### src/design/cpos_pkg.sv
package cpos_pkg;

    // Fraction bits of the Q format used on every coordinate.
    localparam int FRAC_BITS = 16;

    // Squared length after the shift fits in 64 - FRAC_BITS unsigned bits.
    localparam int LEN_W = 64 - FRAC_BITS;
    // Dot product after the shift fits in 66 - FRAC_BITS signed bits.
    localparam int DOT_W = 66 - FRAC_BITS;
    // Product of a direction component and the factor t.
    localparam int PROD_W = 34 + FRAC_BITS;

    // Factor t of zero and of one in fixed point.
    localparam logic [FRAC_BITS:0] FX_ZERO = '0;
    localparam logic [FRAC_BITS:0] FX_ONE  = {1'b1, {FRAC_BITS{1'b0}}};

    // Special cases found ahead of the division.
    typedef struct packed {
        logic degen;
        logic tzero;
        logic tone;
    } case_t;

    // Item as it moves along the row of division cells.
    typedef struct packed {
        logic [LEN_W-1:0]     rem;
        logic [LEN_W-1:0]     len;
        logic [FRAC_BITS-1:0] quo;
        case_t                flags;
        logic signed [31:0]   ox;
        logic signed [31:0]   oy;
        logic signed [31:0]   dx;
        logic signed [31:0]   dy;
    } div_t;

endpackage

### src/design/cpos_div_cell.sv
module cpos_div_cell (
    input  logic            clk,
    input  logic            en,
    input  cpos_pkg::div_t  div_in,
    output cpos_pkg::div_t  div_out
);
    import cpos_pkg::*;

    logic [LEN_W:0] rem2;
    logic           ge;
    div_t           div_reg;
    div_t           div_next;

    // One restoring step: shift the remainder and try to take the length off.
    always_comb
    begin
        rem2     = {div_in.rem, 1'b0};
        ge       = (rem2 >= {1'b0, div_in.len});
        div_next = div_in;
        if (ge)
        begin
            div_next.rem = LEN_W'(rem2 - {1'b0, div_in.len});
        end
        else
        begin
            div_next.rem = rem2[LEN_W-1:0];
        end
        div_next.quo = {div_in.quo[FRAC_BITS-2:0], ge};
    end

    always_ff @(posedge clk)
    begin
        if (en)
        begin
            div_reg <= div_next;
        end
    end

    assign div_out = div_reg;

endmodule

### config.mk
export PLATFORM = sky130hd
export DESIGN_NAME = cpos_div_cell
export DESIGN_NICKNAME = d
export VERILOG_FILES = /design/src/design/cpos_pkg.sv /design/src/design/cpos_div_cell.sv
export SDC_FILE = /design/constraint.sdc
export NUM_CORES = 1
export LEC_CHECK = 0
export BUFFER_PORTS_ARGS = -buffer_cell sky130_fd_sc_hd__buf_4
export CAP_MARGIN = 20
export CORE_AREA = 2 2 192 194
export CTS_BUF_LIST = sky130_fd_sc_hd__clkbuf_2
export DETAILED_ROUTE_END_ITERATION = 10
export DIE_AREA = 0 0 194 196
export GPL_TIMING_DRIVEN = 0
export SYNTH_ARGS = -nofsm -noshare
export SYNTH_HDL_FRONTEND = slang
export SYNTH_SLANG_ARGS = --single-unit
### constraint.sdc
create_clock -name clk -period 3.1 [get_ports clk]
set_clock_uncertainty 0.05 [all_clocks]
set_input_delay 0.155 -clock clk [delete_from_list [all_inputs] [get_ports clk]]
set_output_delay 0.155 -clock clk [all_outputs]
set_load 0.05 [all_outputs]
==> out/results.tsv, run 1 <==
metric	value	unit
status	stopped before the end	
Exit stage	clock tree synthesis	
tool error	[ERROR RSZ-0060] Max buffer count reached.	
CTS resizes	0	
FFs w/ async S/R, synth	0	
Mapped Cells	825	
yosys warns	0	
Mean Syn Cell Area	13.14	um^2
Detail Placement HPWL	30500	um
H-tree depth	3	
Netlist cell types	60	
sequential area share after synthesis	0.6733	
Yosys top cell area share	0.6733	
root buf cell	clkbuf_2	
Top FF cell, synth	edfxtp_1	
clk sinks	243	
Yosys reg bits	243	
Die Ht	196	um
Area contributors post-synth	edfxtp_1 (67%), ha_1 (5.5%), nand2_1 (3.4%), o21ai_0 (3.1%), a21oi_1 (2.5%)	
GP Congestion	0.8522	
Max Root-Sink Buffers	3	
Initial Util	0.3003	
most numerous cell in the Yosys netlist	edfxtp_1	
Die W	194	um
hold_buf cts	380	
I/O pin count	488	
synthesized area	0.01084	mm^2
largest area contributor in the netlist	edfxtp_1	
row count	70	
total setup buffers inserted after CTS	0	
total CTS buffers	71	
Mapped Nets	1119	
number of flops mapped to enable cells by yosys	243	
most common library cells after synthesis	edfxtp_1 (243), nand2_1 (98), o21ai_0 (67), inv_1 (56), a21oi_1 (55)	
# port buffers	486	
through the flow:
| stage | cells | instance area, um^2 | worst slack, ns |
|---|---|---|---|
| 3_3_place_gp | 1779 | 15070 | -0.7726 |
| 3_5_place_dp | 1782 | 15140 | -0.6980 |
| 2_1_floorplan | 825 | 10840 | 0.3755 |
cells by family after synthesis:
family                     share of synthesized area
AOI/OAI and AO/OA                             0.1130
xor gates and xnor gates                     0.03233
adders and majority gates                    0.05726
buffers and inverters                        0.03232
DFF                                           0.6733
muxes                                       0.004271
and+or+nand+nor                              0.08751
==> run 2: changes to the inputs <==
CORE_AREA = 2 2 189 191   (was 2 2 192 194)
CTS_BUF_LIST = unset   (was sky130_fd_sc_hd__clkbuf_2)
DIE_AREA = 0 0 191 193   (was 0 0 194 196)
PLACE_DENSITY_LB_ADDON = 0.15   (was unset)
==> out/results.tsv, run 2 <==
metric	value	unit	change
Worst Path Required	3.40	ns	
Routed Antenna Nets	0		
RSZ-0062 raised after global routing	false		
Die Area	0.03686	mm^2	
CP cell instances	buf_4 -> dlygate4sd3_1 -> inv_1 -> ha_1 -> nand3_1 -> nor4_2 -> nand4_1 -> nor4_1 -> a2111oi_2 -> a21boi_2 -> buf_6 -> buf_4 -> o41ai_2		
most frequent cells in the layout	buf_4 (492), edfxtp_1 (243), dlygate4sd3_1 (242)		
Layout area overhead	70.16	%	
Area contributors post-synth	edfxtp_1 (67%), ha_1 (5.5%), nand2_1 (3.4%), o21ai_0 (3.1%), a21oi_1 (2.5%)		
Clk network pwr share	0.306		
Yosys top cell area share	0.6733		unchanged
Yosys reg bits	243		unchanged
Final Hold Violating Endpoints	0		
final cell count without fillers	2066		
row count	69		-1.4%
Critical Path Max Stage Delay	0.59	ns	
crit-path most repeated cell	buf_4		
WL final	39710	um	
Slew @ Worst Pin	0.6923	ns	
via density per instance	4.553		
Initial Util	0.3100		+0.009619
WHS Path Cells	3		
first drt pass iteration count	5		
GP Congestion	0.8755		+2.7%
FFs w/ async S/R, synth	0		unchanged
crit path DAT	3.23	ns	
critical path startpoint category	primary input		
H-tree depth	1		-2
GRT Total Usage	0.2030		
nets	1881		
first-pass GRT wire length	56560	um	
vias	9407		
largest area contributor in the netlist	edfxtp_1		
Setup Crit Path Kind	primary input to flop		
P_int	0.006923	W	
vias in the first global route	9565		
initial antenna violation count	4		
total gr overflow	0		
core area	0.03496	mm^2	
Hold Path Class	primary input to flop		
Sequential Power Share	0.400		
commonest non-fill, non-tap cell in the layout	buf_4		
most numerous cell in the Yosys netlist	edfxtp_1		
leakage power	7.957	nW	
share of total power in combinational logic	0.294		
sequential area share after synthesis	0.6733		unchanged
WHS	0.07125	ns	
Design Area, Final	0.01844	mm^2	
Worst VDD drop	367.6	uV	
PD cells	552.8	mW/mm^2	
status	finished, final reports clean		
drc violations	0		
# port buffers	486		unchanged
number of flops mapped to enable cells by yosys	243		unchanged
CTS tree	done		
Worst-path clk slew	0.06	ns	
CP max-delay cell	dlygate4sd3_1		
Die Ht	193	um	-1.5%
Die W	191	um	-1.5%
yosys warns	0		unchanged
Mapped Cells	825		unchanged
Final WS setup	0.1693	ns	
Crit Path Max Fanout	10		
Fillers	3068		
Rel. slew slack	0.5384		
Post-Place Cells	1775		-0.39%
f_max	341.2	MHz	
Final period util	0.9454		
Mean Syn Cell Area	13.14	um^2	unchanged
I/O pin count	488		unchanged
Max Root-Sink Buffers	3		unchanged
Mapped Nets	1119		unchanged
Top FF cell, synth	edfxtp_1		
Switching Power	0.003271	W	
drt wl/cell	19.22	um	
max FFs per register	243		
Detail Placement HPWL	29620	um	-2.9%
Period minus WS final	2.931	ns	
Setup TNS	0	ns	
final setup vio count	0		
total CTS buffers	28		-61%
Netlist cell types	60		unchanged
largest net degree at the start of global routing	119		
clk sinks	243		unchanged
Initial DRC Count	404		
share of cells above drive strength 1	0.3410		
Switching Share	0.3209		
Hold Startpoint	div_in[148]		
crit end category	flop		
Placed Area	0.01513	mm^2	about the same
max-cap viol count	0		
synthesized area	0.01084	mm^2	unchanged
Max Slew Vio Count	0		
pre-CTS setup slack	-0.6808	ns	+0.01720 ns
most common library cells after synthesis	edfxtp_1 (243), nand2_1 (98), o21ai_0 (67), inv_1 (56), a21oi_1 (55)		
endpoint with the worst hold slack	div_out[196]		
root buf cell	clkbuf_16		
-- run 2: metal layers --
| layer | vias up | share of wire | track usage |
|---|---|---|---|
| met2 | 333 | 0.52 | 0.3786 |
| met3 | 57 | 0.077 | 0.05321 |
| met1 | 4426 | 0.38 | 0.2259 |
| met4 | 8 | 0.026 | 0.06082 |
| li1 | 4583 | - | - |
| met5 | - | 0.00096 | 0 |
-- run 2: logic make-up (layout without fill, tap and decap cells) --
kind of cell | count (synthesis) | count (layout) | synth area share
buffers and inverters | 84 | 863 | 0.03232
muxes | 4 | 4 | 0.004271
other | 0 | 1 | 0
and+or+nand+nor | 205 | 205 | 0.08751
AOI/OAI and AO/OA | 200 | 200 | 0.1130
xor gates and xnor gates | 40 | 40 | 0.03233
DFF | 243 | 243 | 0.6733
adders and majority gates | 49 | 49 | 0.05726
-- run 2: critical path: cells and delay by family --
kind / cells / cell delay [ns]
and+or+nand+nor: 4 / 1.06
adders and majority gates: 1 / 0.15
AOI/OAI and AO/OA: 3 / 0.67
buffers and inverters: 5 / 1.18
-- run 2: layout make-up --
class	count	area (um^2)	share of cell area
Antenna cell	1	2.502	0.0001357
Buffer	27	143.9	0.007802
Clock buffer	38	759.5	0.04118
Clock inverter	9	87.58	0.004749
Inverter	57	214.0	0.01160
Multi-Input combinational cell	498	3214	0.1743
Sequential cell	243	7297	0.3957
Tap cell	461	576.8	0.03128
Timing Repair Buffer	732	6146	0.3333
-- run 2: how the worst max path moves through the flow --
stage / endpoint / startpoint / slack [ns]
2_1_floorplan: div_out[224] / div_in[189] / 0.38
3_3_place_gp: div_out[238] / div_in[181] / -0.70
3_5_place_dp: div_out[238] / div_in[181] / -0.68
4_1_cts: div_out[199] / div_in[163] / 0.04
5_1_grt: div_out[238] / div_in[164] / 0.04
6_report: div_out[238] / div_in[147] / 0.17
-- run 2: timing repair --
item | CTS | global route
hold buffers | 242 | 0
endpoints found under the hold margin | 252 | 0
endpoints found under the setup margin | 2 | 46
gates resized for setup | 2 | 11
pin swaps | 0 | 0
setup buffers | 0 | 1
-- run 2: power groups by stage --
| stage | logic, W | clock network (W) | registers [W] |
|---|---|---|---|
| after floorplan | 0.000597 | 0 | 0.00524 |
| after global placement | 0.00273 | 0 | 0.00415 |
| after detailed placement | 0.00275 | 0 | 0.00414 |
| after CTS | 0.00301 | 0.00322 | 0.00408 |
| after global routing | 0.00317 | 0.00332 | 0.00411 |
| final | 0.00299 | 0.00312 | 0.00408 |
-- run 2: stage by stage --
step | total power, W | utilization
6_report | 0.01019 | 0.5274
4_1_cts | 0.01031 | 0.5266
3_3_place_gp | 0.006877 | 0.4308
5_1_grt | 0.01059 | 0.5274
3_5_place_dp | 0.006894 | 0.4327
2_1_floorplan | 0.005833 | -
Note: power is estimated with default switching activity, not from simulation.
