**src/design/cpos_pkg.sv**
```systemverilog
package cpos_pkg;

    // Fraction bits of the Q format used on every coordinate.
    localparam int FRAC_BITS = 16;

    // Squared length after the shift fits in 64 - FRAC_BITS unsigned bits.
    localparam int LEN_W = 64 - FRAC_BITS;
    // Dot product after the shift fits in 66 - FRAC_BITS signed bits.
    localparam int DOT_W = 66 - FRAC_BITS;
    // Product of a direction component and the factor t.
    localparam int PROD_W = 34 + FRAC_BITS;

    // Factor t of zero and of one in fixed point.
    localparam logic [FRAC_BITS:0] FX_ZERO = '0;
    localparam logic [FRAC_BITS:0] FX_ONE  = {1'b1, {FRAC_BITS{1'b0}}};

    // Special cases found ahead of the division.
    typedef struct packed {
        logic degen;
        logic tzero;
        logic tone;
    } case_t;

    // Item as it moves along the row of division cells.
    typedef struct packed {
        logic [LEN_W-1:0]     rem;
        logic [LEN_W-1:0]     len;
        logic [FRAC_BITS-1:0] quo;
        case_t                flags;
        logic signed [31:0]   ox;
        logic signed [31:0]   oy;
        logic signed [31:0]   dx;
        logic signed [31:0]   dy;
    } div_t;

endpackage

```
**src/design/cpos_back.sv**
```systemverilog
module cpos_back (
    input  logic               clk,
    input  logic [1:0]         en,
    input  cpos_pkg::div_t     div_in,
    output logic signed [31:0] closest_x,
    output logic signed [31:0] closest_y,
    output logic               degenerate
);
    import cpos_pkg::*;

    logic [FRAC_BITS:0]          t;
    logic signed [FRAC_BITS+1:0] ts;
    logic signed [PROD_W-1:0]    prx_reg, pry_reg;
    logic signed [31:0]          ox_reg, oy_reg;
    logic                        degen_reg;
    logic signed [31:0]          cx_reg, cy_reg;
    logic                        dg_reg;
    logic signed [34:0]          sum_x, sum_y;

    // Pick the factor t from the quotient or from a bypass case.
    always_comb
    begin
        if (div_in.flags.degen || div_in.flags.tzero)
        begin
            t = FX_ZERO;
        end
        else if (div_in.flags.tone)
        begin
            t = FX_ONE;
        end
        else
        begin
            t = {1'b0, div_in.quo};
        end
        ts = {1'b0, t};
    end

    // Scale the direction by t.
    always_ff @(posedge clk)
    begin
        if (en[0])
        begin
            prx_reg   <= PROD_W'(div_in.dx) * PROD_W'(ts);
            pry_reg   <= PROD_W'(div_in.dy) * PROD_W'(ts);
            ox_reg    <= div_in.ox;
            oy_reg    <= div_in.oy;
            degen_reg <= div_in.flags.degen;
        end
    end

    // Add the origin to the shifted products.
    always_comb
    begin
        sum_x = {{3{ox_reg[31]}}, ox_reg} + {prx_reg[PROD_W-1], prx_reg[PROD_W-1:FRAC_BITS]};
        sum_y = {{3{oy_reg[31]}}, oy_reg} + {pry_reg[PROD_W-1], pry_reg[PROD_W-1:FRAC_BITS]};
    end

    // Output register with saturation to 32 bits.
    always_ff @(posedge clk)
    begin
        if (en[1])
        begin
            if (sum_x[34:31] == 4'b0000 || sum_x[34:31] == 4'b1111)
            begin
                cx_reg <= sum_x[31:0];
            end
            else
            begin
                cx_reg <= sum_x[34] ? {1'b1, 31'd0} : {1'b0, {31{1'b1}}};
            end
            if (sum_y[34:31] == 4'b0000 || sum_y[34:31] == 4'b1111)
            begin
                cy_reg <= sum_y[31:0];
            end
            else
            begin
                cy_reg <= sum_y[34] ? {1'b1, 31'd0} : {1'b0, {31{1'b1}}};
            end
            dg_reg <= degen_reg;
        end
    end

    assign closest_x  = cx_reg;
    assign closest_y  = cy_reg;
    assign degenerate = dg_reg;

endmodule
```
**config.mk**
```make
export PLATFORM = sky130hd
export DESIGN_NAME = cpos_back
export DESIGN_NICKNAME = d
export VERILOG_FILES = /design/src/design/cpos_pkg.sv /design/src/design/cpos_back.sv
export SDC_FILE = /design/constraint.sdc
export NUM_CORES = 2
export LEC_CHECK = 0
export BUFFER_PORTS_ARGS = -buffer_cell sky130_fd_sc_hd__buf_4
export CAP_MARGIN = 20
export CORE_MARGIN = 2
export CORE_UTILIZATION = 37
export DETAILED_ROUTE_END_ITERATION = 8
export PLACE_DENSITY = 0.54
export SLEW_MARGIN = 15
export SYNTH_ARGS = -nofsm -noshare
export SYNTH_HDL_FRONTEND = slang
export SYNTH_SLANG_ARGS = --single-unit
```
**constraint.sdc**
```tcl
create_clock -name clk -period 14.3 [get_ports clk]
set_input_delay 0 -clock clk [delete_from_list [all_inputs] [get_ports clk]]
set_output_delay 0 -clock clk [all_outputs]
set_load 0.01 [all_outputs]
```
==> impl_metrics.yaml <==
clock_tree:
  tritoncts.num_buffers: 17
  worstSkewPairLatency_ns: 0.51
  cts.sink_count: 198
  clockBufferDepth: 2
  ctsResizeCount: 0
  path_clk_slew_ns: 0.08
  clock_tree.htree_level_count: 4
  tritoncts_clock_tree: "yes"
  postCtsSetupBuffers: 0
  root_buffer_cell: "sky130_fd_sc_hd__clkbuf_16"
worst_setup_path:
  timing.critical_path.to: "pry_reg[46]"
  reg2reg_to: "closest_x[19]"
  r2r_slack_ns: 10.14
  crit_path_top_delay_cell: "sky130_fd_sc_hd__buf_4"
  cpMostUsedCell: "sky130_fd_sc_hd__fa_1"
  setup.worst_path.start_class: "primary input"
  timing.critical_path.required_ns: 14.56
  cp.arrival_ns: 9.00
  critical_path.endpoint_type: "flip-flop"
  setup.worst_path.start: "div_in[130]"
  max_stage_delay_ns: 0.68
  reg2reg_from: "prx_reg[16]"
  worstRegToRegCells: 13
  worst-path-max-fanout: 269
  timing.setup.critical_path_class: "in -> reg"
yosys:
  synth.top_cells.by_area: "sky130_fd_sc_hd__fa_1 44%, sky130_fd_sc_hd__edfxtp_1 13%, sky130_fd_sc_hd__inv_1 10%"
  netlist.area_leader.share_pct: 43.8
  synth_area_per_cell_um2: 9.44
  ys_seq_area_share_pct: 12.5
  synthDominantAreaCellType: "sky130_fd_sc_hd__fa_1"
  syn-cell-area_mm2: 0.0475
  ys_async_sr_fraction_pct: 0
  seq_cells_post_synth: 198
  synthesis.instances: 5032
  synthesis.nets: 6616
  ys_dominant_reg_cell: "sky130_fd_sc_hd__edfxtp_1"
  synth_cell_type_count: 64
  synth_edf_count: 198
  yosys_synthesis_warning_count: 0
layout:
  areaGrowthSynthToFinish_pct: 8.68
  final_non_filler_cell_area_mm2: 0.0516
  final-instance-count-excl-fill: 6768
  drive_above_1_share_pct: 5.86
  layout_commonest_cell: "sky130_fd_sc_hd__inv_1"
  layout.cells.most_common_list: "1,260 x sky130_fd_sc_hd__inv_1, 1,040 x sky130_fd_sc_hd__fa_1, 588 x sky130_fd_sc_hd__and3_1"
  layout.nets: 6675
sta:
  worst_pin_slew_ns: 1.01
  finalSetupViolCount: 0
  timing.clock.skew_ns: 0.0163
  finalHoldViolCount: 0
  worst_slew_margin_rel_pct: 32.4
  max_freq_mhz: 114
  finalMaxSlewViolations: 0
  period_share_pct: 61.1
  period_minus_slack_ns: 8.74
  setup_total_negative_slack_ns: 0
  rsz0062_at_grt: "no"
global_routing:
  grt_antenna_before_repair: 9
  grt_start_max_net_pins: 270
  via_count_of_the_first_global_routing_pass: 36396
  globalRoute.totalOverflow: 0
  global_route_usage_sum_pct: 19.6
  grt_first_pass_wirelength_um: 201000
power:
  p_clk_share_pct: 12.7
  power.density_cell_area_mw_per_mm2: 73.0
  power_switching_w: 0.00163
  p_total_w: 0.00377
  internal_power_w: 0.00214
  power_frac_seq_pct: 25.9
  power.share.switching_pct: 43.3
  pwr-share-comb_pct: 61.3
  vdd.ir_drop.worst_mv: 0.104
  leakagePower_nw: 27.6
die:
  floorplan.die.height_um: 362
  initial_utilization_pct: 37.3
  placement_rows: 131
  placeableCoreArea_mm2: 0.128
  design.die.area_mm2: 0.131
  fp.dieW_um: 362
  pin_count: 311
placement:
  cell_count_after_placement: 6667
  postPlaceCellArea_mm2: 0.0504
  io_buffers: 214
  place_congestion: 0.857
  hpwlAfterDp_um: 92300
detailed_routing:
  post_drt_wl_per_cell_um: 18.2
  routed_vias: 33933
  first_iter_violations: 1975
  detailed_route_vias_per_instance: 5.01
  drt_pass1_iterations: 5
  finalWirelength_um: 123000
  drt.antenna.violating_nets: 0
  detail_route.drc_violations: 0
status:
  status: "complete, no violations"
flow_run:
  max_cap_violations: 0
worst_hold_path:
  min-delay-path-class: "in -> reg"
==> Yosys cell counts, types with 3 or more instances <==
cell	n
sky130_fd_sc_hd__a31o_2	10
sky130_fd_sc_hd__o2111ai_1	4
sky130_fd_sc_hd__nor4_1	7
sky130_fd_sc_hd__xnor2_1	96
sky130_fd_sc_hd__nor2b_1	18
sky130_fd_sc_hd__nand2b_1	12
sky130_fd_sc_hd__or4_1	3
sky130_fd_sc_hd__o21bai_1	17
sky130_fd_sc_hd__ha_1	298
sky130_fd_sc_hd__nand4_1	14
sky130_fd_sc_hd__nand2_1	525
sky130_fd_sc_hd__a211oi_1	14
sky130_fd_sc_hd__buf_4	5
sky130_fd_sc_hd__nor2_1	77
sky130_fd_sc_hd__and3_1	588
sky130_fd_sc_hd__a21boi_0	5
sky130_fd_sc_hd__fa_1	1040
sky130_fd_sc_hd__nor3b_1	3
sky130_fd_sc_hd__buf_2	5
sky130_fd_sc_hd__buf_6	3
sky130_fd_sc_hd__and4_1	9
sky130_fd_sc_hd__and2_1	83
sky130_fd_sc_hd__a21o_1	110
sky130_fd_sc_hd__clkbuf_1	254
sky130_fd_sc_hd__or3_1	6
sky130_fd_sc_hd__a41oi_1	3
sky130_fd_sc_hd__nand3_1	35
sky130_fd_sc_hd__a21oi_1	123
sky130_fd_sc_hd__edfxtp_1	198
sky130_fd_sc_hd__nor3_1	17
sky130_fd_sc_hd__o31ai_1	7
sky130_fd_sc_hd__xor2_1	30
sky130_fd_sc_hd__a211o_1	6
sky130_fd_sc_hd__a2111oi_0	3
sky130_fd_sc_hd__o21ai_0	68
sky130_fd_sc_hd__a221oi_1	5
sky130_fd_sc_hd__a311oi_1	3
sky130_fd_sc_hd__o31a_1	4
sky130_fd_sc_hd__o211ai_1	9
sky130_fd_sc_hd__o21a_1	17
sky130_fd_sc_hd__o21ai_1	3
sky130_fd_sc_hd__inv_1	1260
sky130_fd_sc_hd__a31oi_1	9
==> worst min-delay path by stage <==
| stage | from | to | slack (ns) | cells after the start |
|---|---|---|---|---|
| final | en[1] | closest_y[0] | 0.16 | 1 |
| after global routing | div_in[67] | oy_reg[3] | 0.17 | 2 |
| after CTS | div_in[96] | ox_reg[0] | 0.15 | 2 |
| after detailed placement | div_in[68] | oy_reg[4] | 0.18 | 1 |
| after global placement | div_in[72] | oy_reg[8] | 0.18 | 1 |
| after floorplan | div_in[130] | degen_reg | 0.1 | 0 |
==> timing repair <==
action | 4_1_cts | 5_1_grt
hold endpoints to repair | 110 | 0
hold buffers | 66 | 0
setup endpoints to repair | 0 | 0
==> critical path, delay by kind of cell <==
kind	cells	cell delay [ns]
fa+ha+maj	7	3.38
buf+inv	9	2.27
compound gates	6	1.98
simple gates	6	1.11
xor+xnor	1	0.16
==> power groups by stage <==
stage	registers [W]	logic, W	clock network (W)
2_1_floorplan	0.00102	0.00162	0
3_3_place_gp	0.000996	0.00229	0
3_5_place_dp	0.000996	0.00231	0
4_1_cts	0.000984	0.00234	0.000506
5_1_grt	0.000994	0.00262	0.000529
6_report	0.000977	0.00231	0.000480
==> cells by family after synthesis <==
| family | after synthesis | synth area share (%) |
|---|---|---|
| buf+inv | 1528 | 12.2 |
| simple gates | 1405 | 15.3 |
| fa+ha+maj | 1338 | 51.7 |
| compound gates | 434 | 5.99 |
| flops | 198 | 12.5 |
| xor+xnor | 126 | 2.32 |
| mux | 3 | 0.0737 |
==> per-stage QoR <==
| stage | util (%) | hold slack, ns | worst slack (ns) |
|---|---|---|---|
| global route | 40.5 | 0.172 | 4.97 |
| global placement | 39.5 | 0.178 | 5.61 |
| finish | 40.5 | 0.161 | 5.56 |
| floorplan | - | 0.0989 | 7.49 |
| detailed placement | 39.5 | 0.179 | 5.54 |
| CTS | 40.5 | 0.152 | 5.56 |
==> layout make-up <==
cell class / instances / area (µm²)
Tap cell: 1662 / 2080
Fill cell: 12699 / 75900
Inverter: 1260 / 4730
Timing Repair Buffer: 308 / 2530
Multi-Input combinational cell: 3306 / 35800
Clock buffer: 17 / 425
Antenna cell: 2 / 5.00
Sequential cell: 198 / 5950
Clock inverter: 15 / 119
==> layer usage <==
layer,global-route usage (%),up-vias,wire length (µm)
li1,-,15534,-
met1,26.9,17696,55100
met2,33.1,592,60400
met3,2.35,97,5350
met4,4.33,14,2040
met5,0,-,89
Power figures use the tool's default switching activity.
